<file path="src/rtl/abps_pkg.sv">
// Shared types and constants for the all-occurrence byte pattern search block.
package abps_pkg;

    localparam int PATTERN_MAX_DEF = 16;
    localparam int OFFSET_BITS_DEF = 32;
    localparam int QUEUE_DEPTH     = 2;

    localparam int BYTE_W  = 8;
    localparam int SLOT_W  = 4;
    localparam int LEN_CFG_W = 5;
    localparam int COUNT_W = 32;
    localparam int POS_W   = 32;

    localparam int IN_DATA_W  = 16;
    localparam int OUT_DATA_W = POS_W + COUNT_W;

    localparam logic FUNC_LOAD = 1'b0;
    localparam logic FUNC_TEXT = 1'b1;

    typedef enum logic [0:0] {
        OP_LOAD,
        OP_TEXT
    } op_kind_t;

    // One classified request as it sits in the queue.
    typedef struct packed {
        op_kind_t            kind;
        logic                slot_ok;
        logic [SLOT_W-1:0]   slot;
        logic [BYTE_W-1:0]   data;
        logic                last;
    } req_t;

endpackage

</file>
<file path="src/rtl/abps_front.sv">
// Front end: accepts input requests, classifies them and pushes them into the queue.
module abps_front #(
    parameter int PATTERN_MAX = abps_pkg::PATTERN_MAX_DEF
) (
    input  logic                       s_func,
    input  logic [abps_pkg::BYTE_W-1:0] s_data_byte,
    input  logic [abps_pkg::SLOT_W-1:0] s_pattern_index,
    input  logic                       s_last_text,
    output abps_pkg::req_t             req
);
    import abps_pkg::*;

    always_comb
    begin
        req.data    = s_data_byte;
        req.slot    = s_pattern_index;
        // slots past the store are dropped by the back end
        req.slot_ok = (32'(s_pattern_index) < PATTERN_MAX);
        req.last    = s_last_text;
        unique case (s_func)
            FUNC_LOAD: req.kind = OP_LOAD;
            FUNC_TEXT: req.kind = OP_TEXT;
            default:   req.kind = OP_TEXT;
        endcase
    end

endmodule

</file>
<file path="src/rtl/abps_queue.sv">
// Small register FIFO between front and back end.
module abps_queue #(
    parameter int DEPTH = abps_pkg::QUEUE_DEPTH
) (
    input  logic            clk,
    input  logic            rst_n,
    input  logic            push,
    input  abps_pkg::req_t  push_req,
    output logic            full,
    input  logic            pop,
    output logic            not_empty,
    output abps_pkg::req_t  head
);
    import abps_pkg::*;

    localparam int PTR_W = (DEPTH > 1) ? $clog2(DEPTH) : 1;
    localparam int CNT_W = $clog2(DEPTH + 1);

    req_t             mem_reg [DEPTH];
    logic [PTR_W-1:0] wr_ptr_reg, wr_ptr_next;
    logic [PTR_W-1:0] rd_ptr_reg, rd_ptr_next;
    logic [CNT_W-1:0] cnt_reg, cnt_next;
    logic             do_push, do_pop;

    assign full      = (cnt_reg == CNT_W'(DEPTH));
    assign not_empty = (cnt_reg != '0);
    assign head      = mem_reg[rd_ptr_reg];
    assign do_push   = push && !full;
    assign do_pop    = pop && not_empty;

    always_comb
    begin
        wr_ptr_next = wr_ptr_reg;
        rd_ptr_next = rd_ptr_reg;
        cnt_next    = cnt_reg;
        if (do_push)
        begin
            wr_ptr_next = (wr_ptr_reg == PTR_W'(DEPTH - 1)) ? '0 : wr_ptr_reg + 1'b1;
        end
        if (do_pop)
        begin
            rd_ptr_next = (rd_ptr_reg == PTR_W'(DEPTH - 1)) ? '0 : rd_ptr_reg + 1'b1;
        end
        if (do_push && !do_pop)
        begin
            cnt_next = cnt_reg + 1'b1;
        end
        else if (do_pop && !do_push)
        begin
            cnt_next = cnt_reg - 1'b1;
        end
    end

    always_ff @(posedge clk or negedge rst_n)
    begin
        if (!rst_n)
        begin
            wr_ptr_reg <= '0;
            rd_ptr_reg <= '0;
            cnt_reg    <= '0;
        end
        else
        begin
            wr_ptr_reg <= wr_ptr_next;
            rd_ptr_reg <= rd_ptr_next;
            cnt_reg    <= cnt_next;
        end
    end

    always_ff @(posedge clk)
    begin
        if (do_push)
        begin
            mem_reg[wr_ptr_reg] <= push_req;
        end
    end

endmodule

</file>
<file path="src/rtl/abps_back.sv">
// Back end: pattern store, text window, comparators, counters and result register.
module abps_back #(
    parameter int PATTERN_MAX = abps_pkg::PATTERN_MAX_DEF,
    parameter int OFFSET_BITS = abps_pkg::OFFSET_BITS_DEF
) (
    input  logic                          clk,
    input  logic                          rst_n,
    input  logic                          cfg_we,
    input  logic [abps_pkg::LEN_CFG_W-1:0] cfg_wdata,
    input  logic                          req_valid,
    input  abps_pkg::req_t                req,
    output logic                          req_pop,
    output logic                          res_valid,
    input  logic                          res_ready,
    output logic                          res_found,
    output logic [abps_pkg::POS_W-1:0]    res_position,
    output logic [abps_pkg::COUNT_W-1:0]  res_total,
    output logic                          res_done
);
    import abps_pkg::*;

    localparam int LEN_W = $clog2(PATTERN_MAX + 1);
    localparam int IDX_W = (PATTERN_MAX > 1) ? $clog2(PATTERN_MAX) : 1;

    logic [LEN_CFG_W-1:0]   len_cfg_reg;
    logic [LEN_W-1:0]       len_eff;

    logic [BYTE_W-1:0]      pat_reg [PATTERN_MAX];
    logic [BYTE_W-1:0]      win_reg [PATTERN_MAX];
    logic [BYTE_W-1:0]      win_next [PATTERN_MAX];
    logic [BYTE_W-1:0]      win_shift [PATTERN_MAX];
    logic [OFFSET_BITS-1:0] offset_reg, offset_next;
    logic [COUNT_W-1:0]     count_reg, count_next;

    logic                   out_valid_reg, out_valid_next;
    logic                   found_reg;
    logic [POS_W-1:0]       pos_reg;
    logic [COUNT_W-1:0]     total_reg;
    logic                   done_reg;

    logic                   take, is_text, all_eq, hit, emit;
    logic [OFFSET_BITS-1:0] start;
    logic [63:0]            start_wide;

    // length clamp: 0 acts as 1, above the store acts as the store size
    always_comb
    begin
        if (len_cfg_reg == '0)
        begin
            len_eff = LEN_W'(1);
        end
        else if (32'(len_cfg_reg) > PATTERN_MAX)
        begin
            len_eff = LEN_W'(PATTERN_MAX);
        end
        else
        begin
            len_eff = LEN_W'(len_cfg_reg);
        end
    end

    assign req_pop = req_valid && (!out_valid_reg || res_ready);
    assign take    = req_pop;
    assign is_text = (req.kind == OP_TEXT);

    // window after this byte: slot 0 newest
    always_comb
    begin
        win_shift[0] = req.data;
        for (int k = 1; k < PATTERN_MAX; k++)
        begin
            win_shift[k] = win_reg[k-1];
        end
    end

    // pattern slot j against the byte that arrived len-1-j steps ago
    always_comb
    begin
        logic [LEN_W-1:0] d;
        all_eq = 1'b1;
        d      = '0;
        for (int j = 0; j < PATTERN_MAX; j++)
        begin
            if (LEN_W'(j) < len_eff)
            begin
                d = len_eff - LEN_W'(1) - LEN_W'(j);
                if (pat_reg[j] != win_shift[d[IDX_W-1:0]])
                begin
                    all_eq = 1'b0;
                end
            end
        end
    end

    assign hit        = is_text && all_eq &&
                        (offset_reg >= OFFSET_BITS'(len_eff - LEN_W'(1)));
    assign emit       = take && is_text && (hit || req.last);
    assign start      = offset_reg + OFFSET_BITS'(1) - OFFSET_BITS'(len_eff);
    assign start_wide = 64'(start);

    always_comb
    begin
        win_next    = win_reg;
        offset_next = offset_reg;
        count_next  = count_reg;
        if (take && is_text)
        begin
            if (req.last)
            begin
                for (int k = 0; k < PATTERN_MAX; k++)
                begin
                    win_next[k] = '0;
                end
                offset_next = '0;
                count_next  = '0;
            end
            else
            begin
                win_next = win_shift;
                if (offset_reg != '1)
                begin
                    offset_next = offset_reg + 1'b1;
                end
                if (hit && (count_reg != '1))
                begin
                    count_next = count_reg + 1'b1;
                end
            end
        end

        if (emit)
        begin
            out_valid_next = 1'b1;
        end
        else if (res_ready)
        begin
            out_valid_next = 1'b0;
        end
        else
        begin
            out_valid_next = out_valid_reg;
        end
    end

    always_ff @(posedge clk or negedge rst_n)
    begin
        if (!rst_n)
        begin
            len_cfg_reg   <= LEN_CFG_W'(1);
            win_reg       <= '{default: '0};
            offset_reg    <= '0;
            count_reg     <= '0;
            out_valid_reg <= 1'b0;
        end
        else
        begin
            if (cfg_we)
            begin
                len_cfg_reg <= cfg_wdata;
            end
            win_reg       <= win_next;
            offset_reg    <= offset_next;
            count_reg     <= count_next;
            out_valid_reg <= out_valid_next;
        end
    end

    // pattern store and result payload: no reset
    always_ff @(posedge clk)
    begin
        if (take && !is_text && req.slot_ok)
        begin
            for (int k = 0; k < PATTERN_MAX; k++)
            begin
                if (32'(req.slot) == k)
                begin
                    pat_reg[k] <= req.data;
                end
            end
        end
        if (emit)
        begin
            found_reg <= hit;
            pos_reg   <= hit ? start_wide[POS_W-1:0] : '0;
            total_reg <= (hit && (count_reg != '1)) ? count_reg + 1'b1 : count_reg;
            done_reg  <= req.last;
        end
    end

    assign res_valid    = out_valid_reg;
    assign res_found    = found_reg;
    assign res_position = pos_reg;
    assign res_total    = total_reg;
    assign res_done     = done_reg;

endmodule

</file>
<file path="src/rtl/all_occurrence_byte_pattern_search.sv">
// Top level of the all-occurrence byte pattern search block.
//
// Finds every offset at which a loaded byte pattern occurs in a text stream,
// overlapping occurrences included. A request with tuser 0 writes one pattern
// byte into slot tdata[11:8]; slots at or past PATTERN_MAX are ignored. A
// request with tuser 1 presents one text byte; tlast marks the final byte of
// a text. When the newest pattern_length text bytes equal pattern slots
// 0..pattern_length-1, a result goes out with tuser 1, the start offset in
// tdata[31:0] and the running match count in tdata[63:32]. The final text
// byte always yields a result with tlast set (tuser 0 and offset 0 if it did
// not complete a match) and then clears offset, count and window. Offset and
// count saturate. Only pattern slots that were written may be compared.
// pattern_length is set through cfg_we/cfg_wdata, by the user only while the
// block is idle (the block does not enforce this); 0 acts as 1 and values
// past PATTERN_MAX act as PATTERN_MAX. Rate: one request per cycle unless
// the output stalls, for loads and text bytes alike; the back end retires one
// queued request per cycle through one shift of the window and PATTERN_MAX
// byte comparators in parallel. A request passes the queue register, then the
// result register. The 2-entry queue decouples input from output ready.
module all_occurrence_byte_pattern_search #(
    parameter int PATTERN_MAX = abps_pkg::PATTERN_MAX_DEF,
    parameter int OFFSET_BITS = abps_pkg::OFFSET_BITS_DEF
) (
    input  logic                              clk,
    input  logic                              rst_n,

    input  logic                              cfg_we,
    input  logic [abps_pkg::LEN_CFG_W-1:0]    cfg_wdata,   // pattern_length

    input  logic                              s_axis_tvalid,
    output logic                              s_axis_tready,
    input  logic [abps_pkg::IN_DATA_W-1:0]    s_axis_tdata, // [7:0] data_byte, [11:8] pattern_index
    input  logic                              s_axis_tuser, // func
    input  logic                              s_axis_tlast, // last_text

    output logic                              m_axis_tvalid,
    input  logic                              m_axis_tready,
    output logic [abps_pkg::OUT_DATA_W-1:0]   m_axis_tdata, // [31:0] match_position, [63:32] match_total
    output logic                              m_axis_tuser, // match_found
    output logic                              m_axis_tlast  // done_res
);
    import abps_pkg::*;

    req_t              front_req;
    req_t              queue_head;
    logic              queue_full;
    logic              queue_not_empty;
    logic              queue_pop;
    logic [POS_W-1:0]  res_position;
    logic [COUNT_W-1:0] res_total;

    // classify the incoming request
    abps_front #(
        .PATTERN_MAX (PATTERN_MAX)
    ) u_front (
        .s_func          (s_axis_tuser),
        .s_data_byte     (s_axis_tdata[BYTE_W-1:0]),
        .s_pattern_index (s_axis_tdata[BYTE_W+SLOT_W-1:BYTE_W]),
        .s_last_text     (s_axis_tlast),
        .req             (front_req)
    );

    assign s_axis_tready = !queue_full;

    // queue between front and back end
    abps_queue #(
        .DEPTH (QUEUE_DEPTH)
    ) u_queue (
        .clk       (clk),
        .rst_n     (rst_n),
        .push      (s_axis_tvalid),
        .push_req  (front_req),
        .full      (queue_full),
        .pop       (queue_pop),
        .not_empty (queue_not_empty),
        .head      (queue_head)
    );

    // window, comparators, counters, result register
    abps_back #(
        .PATTERN_MAX (PATTERN_MAX),
        .OFFSET_BITS (OFFSET_BITS)
    ) u_back (
        .clk          (clk),
        .rst_n        (rst_n),
        .cfg_we       (cfg_we),
        .cfg_wdata    (cfg_wdata),
        .req_valid    (queue_not_empty),
        .req          (queue_head),
        .req_pop      (queue_pop),
        .res_valid    (m_axis_tvalid),
        .res_ready    (m_axis_tready),
        .res_found    (m_axis_tuser),
        .res_position (res_position),
        .res_total    (res_total),
        .res_done     (m_axis_tlast)
    );

    assign m_axis_tdata = {res_total, res_position};

endmodule
</file>
<file path="config.mk">
export PLATFORM = sky130hd
export DESIGN_NAME = all_occurrence_byte_pattern_search
export DESIGN_NICKNAME = d
export VERILOG_FILES = /design/src/rtl/abps_pkg.sv /design/src/rtl/abps_front.sv /design/src/rtl/abps_queue.sv /design/src/rtl/abps_back.sv /design/src/rtl/all_occurrence_byte_pattern_search.sv
export SDC_FILE = /design/constraint.sdc
export NUM_CORES = 1
export LEC_CHECK = 0
export BUFFER_PORTS_ARGS = -buffer_cell sky130_fd_sc_hd__buf_2
export CAP_MARGIN = 0
export CORE_MARGIN = 2
export CORE_UTILIZATION = 50
export DETAILED_ROUTE_END_ITERATION = 16
export PLACE_DENSITY = 0.67
export SLEW_MARGIN = 10
export SYNTH_ARGS = -nofsm -noshare
export SYNTH_HDL_FRONTEND = slang
export SYNTH_SLANG_ARGS = --single-unit
</file>
<file path="constraint.sdc">
create_clock -name clk -period 10.25 [get_ports clk]
set_input_delay 3.075 -clock clk [delete_from_list [all_inputs] [get_ports clk]]
set_output_delay 3.075 -clock clk [all_outputs]
set_load 0.02 [all_outputs]
</file>
Word level (Yosys, flattened, before mapping):

Memory sizes are Yosys's and may differ from the RTL's.
Cells that the tools add are included.

* bits in registers: 260
* bits in latches: 0
* memory bits (writable): 156
* bits in read-only memories: 0
* output and inout bits: 68
* logic and storage cells: 367
* memories kept: 2

Memory list
* u_back.pat_reg: depth 16, width 8, read ports 16, clocked after memory_dff 0, write ports 1, RTL line abps_back.sv:28 `logic [BYTE_W-1:0] pat_reg [PATTERN_MAX];`
* u_queue.mem_reg: depth 2, width 14, read ports 1, clocked after memory_dff 0, write ports 1, RTL line abps_queue.sv:19 `req_t mem_reg [DEPTH];`

* add/subtract/negate cells: 24
* $mul: 0
* divide/modulo/power cells: 0
* $lt $le $gt $ge: 34
* equal/unequal tests: 34
* shift operators: 0
* multiplexer cells: 189
* bitwise logic cells: 17
* reductions and logical operators: 41

Operators by type and width (count)
* $bmux W8 S4: 16
* $mux W8: 47
* $mux W128: 1
* $mux W32: 4
* $ne A8 B8 Y1: 16
* $reduce_or A8 Y1: 15
* $mux W1: 101
* $ge A5 B5 Y1 const B: 16
* $not A4 Y5: 16
* $add A32 B1 Y32 const B: 2
* $ne A32 B32 Y1 const B: 2
* $mux W4: 15
* $lt A4 B5 Y1 const A: 8
* $eq A4 B4 Y1 const B: 8
* $ge A32 B32 Y1: 1
* $sub A32 B5 Y32: 1
* $sub A4 B4 Y4 const B: 8
* $lt A3 B5 Y1 const A: 4
* $eq A4 B3 Y1 const B: 4
* $sub A4 B3 Y4 const B: 4
* $logic_and A1 B1 Y1: 11
* $lt A1 B5 Y1 const A: 2
* $lt A2 B5 Y1 const A: 2
* $mux W5: 2
* 20 further kinds: 33

Logic depth before layout (Yosys ltp):

* depth in word-level cells: 46
* gate-level depth with buffers: 30
* depth with buffers taken out: 21

Cells and area by module:

A second synthesis with hierarchy kept.

* cells, all modules: 2611
* area, all modules: 27706.6 um^2

Modules (own cells, without submodules)
* abps_back: instances 1, cells each 2528, area each 26251.4 um^2, seq. area each 10581.4 um^2
* abps_queue: instances 1, cells each 66, area each 1335.0 um^2, seq. area each 1001.0 um^2
* abps_front: instances 1, cells each 16, area each 116.4 um^2, seq. area each 0.0 um^2
* all_occurrence_byte_pattern_search: instances 1, cells each 1, area each 3.8 um^2, seq. area each 0.0 um^2

Worst setup path after synthesis:

Ideal clock, no wire load.

* kind: reg-to-reg
* start: register u_back.len_cfg_reg[0]
* end: register u_back.done_reg, in the netlist u_back.res_done, enable pin
* arrival time: 9.653 ns
* slack: 0.106 ns
* cell stages (with the launch flop): 31
* buffers on the path: 10
* cell sequence: dfstp_2 > buf_2 > nor2b_1 > nor2_2 > inv_1 > buf_2 > buf_2 > buf_2 > buf_2 > ha_1 > buf_2 > clkinv_1 > buf_2 > clkbuf_1 > ha_1 > or3b_2 > o22ai_1 > nor3_1 > xnor2_1 > clkbuf_1 > mux4_2 > xor2_1 > nor3_1 > and4_1 > a41oi_1 > a2111oi_4 > nand3_2 > inv_2 > buf_2 > nor2_1 > nor2_1

* word-level cells in the longest chain between the ends: 45
* elaborated cells on any way between the ends: 154

Ends and longest elaborated chain
* from (decl): RTL line abps_back.sv:25 `logic [LEN_CFG_W-1:0] len_cfg_reg;`
* from (signal assigned): RTL line abps_back.sv:159 `len_cfg_reg <= cfg_wdata;`
* $gt A5 B5 Y1: RTL line abps_back.sv:52 `else if (32'(len_cfg_reg) > PATTERN_MAX)`
* $mux W5: RTL line abps_back.sv:52
* $mux W5 *: RTL line abps_back.sv:48 `if (len_cfg_reg == '0)`
* branches (longest 39 deep; another with $sub A4 B1 Y4)
* $logic_and A1 B1 Y1 *: RTL line abps_back.sv:95 `assign hit = is_text && all_eq &&`
* via u_back.hit: RTL line abps_back.sv:41 `logic take, is_text, all_eq, hit, emit;`
* $logic_or A1 B1 Y1 *: RTL line abps_back.sv:97 `assign emit = take && is_text && (hit || req.last);`
* $logic_and A1 B1 Y1 *: RTL line abps_back.sv:97
* via u_back.emit: RTL line abps_back.sv:41
* to (signal assigned): RTL line abps_back.sv:186 `done_reg <= req.last;`
* to (decl): RTL line abps_back.sv:39 `logic done_reg;`

Mark *: on every way through the listed nets, which the timed path passes. The select of a mux whose other input is x is not followed.
A chain may end at the register's enable or synchronous reset.

Worst setup path after layout:

* start: register u_back.len_cfg_reg[4]
* end: register u_back.pos_reg[6], in the netlist u_back.res_position[6], enable pin

* word-level cells in the longest chain between the ends: 45
* elaborated cells on any way between the ends: 154

Ends and longest elaborated chain
* $gt A5 B5 Y1: RTL line abps_back.sv:52
* $mux W5: RTL line abps_back.sv:52
* $mux W5 *: RTL line abps_back.sv:48
* branches (longest 39 deep; another with $sub A4 B1 Y4)
* $logic_and A1 B1 Y1 *: RTL line abps_back.sv:95
* $logic_or A1 B1 Y1 *: RTL line abps_back.sv:97
* $logic_and A1 B1 Y1 *: RTL line abps_back.sv:97
* via u_back.emit: RTL line abps_back.sv:41
* to (signal assigned): RTL line abps_back.sv:184 `pos_reg <= hit ? start_wide[POS_W-1:0] : '0;`
* to (decl): RTL line abps_back.sv:37 `logic [POS_W-1:0] pos_reg;`

Marked as above.

==> run_results.csv <==
group,metric,value,unit
logic_synthesis,ys_ff_latch,416,
grt,grt_first_pass_wirelength,128000,um
grt,grt.overflow.total,0,
floorplan,dieHeight,239,um
logic_synthesis,yosys.area_share.simple,18.2,%
detailed_routing,drt_first_pass_iters,6,
sta,hold_viol,0,
grt,grt_pass1_vias,21739,
sta,clock_skew,0.0303,ns
worst_hold_path,min_path_type,"flop to flop",
critical_path,crit_path_cell_trace,"buf_4 -> inv_1 -> and3_1 -> inv_1 -> ha_1 -> a21oi_1 -> nor2_1 -> a21oi_1 -> a21oi_1 -> nor2_1 -> mux4_2 -> xor2_1 -> nor4_1 -> a41oi_1 -> a2111oi_4 -> nand3_2 -> inv_2 -> nor2_1 -> nor2_4 -> buf_4",
logic_synthesis,synth_area_per_cell,10.1,um2
floorplan,die_x,239,um
sta,setup_viol,0,
critical_path,max_stage_delay,0.67,ns
grt,grt_max_degree,86,
clocking,post-cts-setup-buffers,0,
pwr,p_clk_share,26.0,%
cells_and_area,synthToLayoutAreaGrowth,9.65,%
floorplan,io_pins,96,
floorplan,dieArea,57400,um2
sta,slew-limit-headroom,26.9,%
placement,place_ws,2.73,ns
clocking,cts.htree.levels,2,
detailed_routing,routedWlPerCell,23.8,um
critical_path,worstPathArrival,8.03,ns
flow_run,max_cap_violations,0,
pwr,switching_share,40.3,%
logic_synthesis,synth_edf_count,222,
detailed_routing,detail-route-antenna-nets,0,
critical_path,worst_ep_required_time,10.47,ns
clocking,cts_tree,"yes",
cells_and_area,largest_reg_flops,128,
logic_synthesis,synth_xor_area_share,5.90,%
placement,place_congestion,0.995,
clocking,cts_buffers,48,
pwr,comb_power_share,38.6,%
cells_and_area,layout.nets,2823,
logic_synthesis,syn_inst,2736,
clocking,ctsResizeCount,0,
cells_and_area,layout.cells.non_filler,3529,
critical_path,crit_type,"flop to flop",
logic_synthesis,yosysUniqueCellTypes,90,
detailed_routing,avgViaCountPerCell,6.50,
clocking,clock_latency,0.60,ns
critical_path,path_max_fanout,66,
sta,worstMarginPinSlew,1.09,ns
detailed_routing,drc,0,
clocking,cts_buffer_depth,3,
sta,timing.final.ws_setup,2.44,ns
logic_synthesis,synth_top_family_by_area,"simple AND/OR/NAND/NOR gates",
pwr,peakVddDrop,0.000161,V
detailed_routing,num_vias,22950,
sta,finalSetupTns,0,ns
floorplan,core-area,55000,um2
clocking,cts_root_buf,"clkbuf_16",
placement,dp.cells,3440,
pwr,internal_power,0.00405,W
grt,grt.total_usage,29.0,%
cells_and_area,layout_common_cells,"nand2_1 (438), edfxtp_1 (222), mux2i_1 (203), dfrtp_1 (193), nand3_1 (177)",
critical_path,slowest_stage,"nor2_1",
pwr,finalPower,0.00679,W
sta,finalCritPeriodShare,76.2,%
pwr,seq_power_share,35.4,%
logic_synthesis,synth_compound_area_share,10.7,%
logic_synthesis,synthArstFlopShare,46.6,%
pwr,p_leak,12.3,nW
critical_path,cp-start-kind,"flop",
outcome,outcome,"complete, no violations",
pwr,p_per_area,223,nW/um2
grt,antenna_found_initial,0,
detailed_routing,first_iter_violations,2564,
logic_synthesis,ys.warnings.count,0,
placement,dp_hpwl,58600,um
sta,drv_slew,0,
logic_synthesis,synthesis.area,27700,um2
clocking,path_clk_slew,0.06,ns
floorplan,rows,86,
critical_path,endpoint_kind,"flop",
sta,rsz0062_at_grt,"false",
logic_synthesis,syn_nets,2817,
logic_synthesis,synth_mux_area_share,17.8,%
clocking,clock_sinks,416,
sta,fmax,128,MHz
floorplan,start_util,50.4,%
logic_synthesis,synthAdderAreaFrac,2.42,%
cells_and_area,drive_gt1_share,14.5,%
clocking,holdBufCountCts,0,
pwr,switching_power,0.00273,W
cells_and_area,layout_commonest_cell,"nand2_1",
placement,io_buffers,91,
logic_synthesis,synthFlopType,"edfxtp_1",
logic_synthesis,yosysSeqAreaShare,41.6,%
sta,finalCriticalPeriod,7.81,ns
detailed_routing,wl,83800,um
[layout make-up]
class                           instances  area [um2]
Sequential cell                       416       11500
Timing Repair Buffer                  138         817
Inverter                               41         156
Antenna cell                            1        2.50
Tap cell                              748         936
Clock buffer                           68        1410
Fill cell                            4702       24600
Multi-Input combinational cell       2097       15300
Clock inverter                         20         211
[cells by family after synthesis]
logic type | Yosys count
and+or+nand+nor | 1077
AOI/OAI and AO/OA | 435
DFF | 416
muxes | 346
buffers and inverters | 223
xor gates and xnor gates | 186
adders and majority gates | 53
[worst max-delay path, delay by kind of cell, from the launching register on]
family	cells	cell delay, ns
compound gates	5	1.45
xor+xnor	1	0.17
fa+ha+maj	1	0.35
buf+inv	5	1.96
flops	1	0.51
mux	1	0.60
simple gates	7	2.31
[synth_stat cells, types with 9 or more instances]
library cell / number / area share [%]
a221oi_1: 12 / 0.38
buf_2: 41 / 0.74
ha_1: 52 / 2.3
and2_1: 14 / 0.32
o21ai_0: 89 / 1.6
mux2_2: 26 / 1.1
nor4_1: 37 / 0.83
nor3_1: 50 / 0.90
o211ai_1: 29 / 0.79
nor2_1: 175 / 2.4
a21o_1: 16 / 0.43
xnor2_1: 80 / 2.5
nor2b_1: 9 / 0.20
edfxtp_1: 222 / 24
nand2_1: 439 / 5.9
a31oi_1: 13 / 0.29
nand2b_1: 12 / 0.27
mux4_2: 116 / 9.4
buf_1: 22 / 0.30
nand4_1: 32 / 0.72
xor2_1: 105 / 3.3
or4_1: 27 / 0.73
a22o_1: 13 / 0.41
dfrtp_1: 193 / 17
or2_2: 11 / 0.25
a211oi_1: 10 / 0.27
clkbuf_1: 109 / 1.5
o21ai_1: 10 / 0.18
a22oi_1: 60 / 1.6
or3_1: 14 / 0.32
o31ai_1: 12 / 0.32
a21oi_1: 73 / 1.3
o22ai_1: 27 / 0.61
nand3_1: 177 / 3.2
inv_1: 32 / 0.43
and3_1: 48 / 1.1
mux2i_1: 204 / 7.4
[power by group through the flow]
| stage | combinational, W | clock (W) | sequential, W |
|---|---|---|---|
| floorplan | 0.00176 | 0 | 0.00243 |
| global placement | 0.00252 | 0 | 0.00240 |
| detailed placement | 0.00258 | 0 | 0.00242 |
| CTS | 0.00259 | 0.00179 | 0.00239 |
| global route | 0.00280 | 0.00185 | 0.00243 |
| finish | 0.00262 | 0.00177 | 0.00240 |
[through the flow]
stage / util, % / hold slack (ns) / cell area (um2)
CTS: 55.3 / 0.508 / 30400
global placement: 52.3 / 0.481 / 28800
finish: 55.3 / 0.516 / 30400
global route: 55.3 / 0.540 / 30400
floorplan: - / 0.461 / 27700
detailed placement: 52.3 / 0.499 / 28800
[worst paths after layout]
path	cells past startpoint	end	slack [ns]	start
max	20	u_back.res_position[6]	2.44	u_back.len_cfg_reg[4]
min	2	u_back.count_reg[27]	0.52	u_back.count_reg[27]
max reg2reg	20	u_back.res_position[6]	2.44	u_back.len_cfg_reg[4]
min reg2reg	2	u_back.count_reg[27]	0.52	u_back.count_reg[27]
max in group asynchronous	2	u_back.win_reg[33]	6.36	rst_n
min in group asynchronous	1	u_back.offset_reg[18]	2.44	rst_n
[layer usage]
layer	up-vias	track usage [%]	part of all wire, %
met5	-	0	0
met4	0	10.5	3.5
met3	193	5.42	9.3
met2	1144	47.4	48
met1	11376	38.7	40
li1	10237	-	-
(Power assumes the default switching activity.)
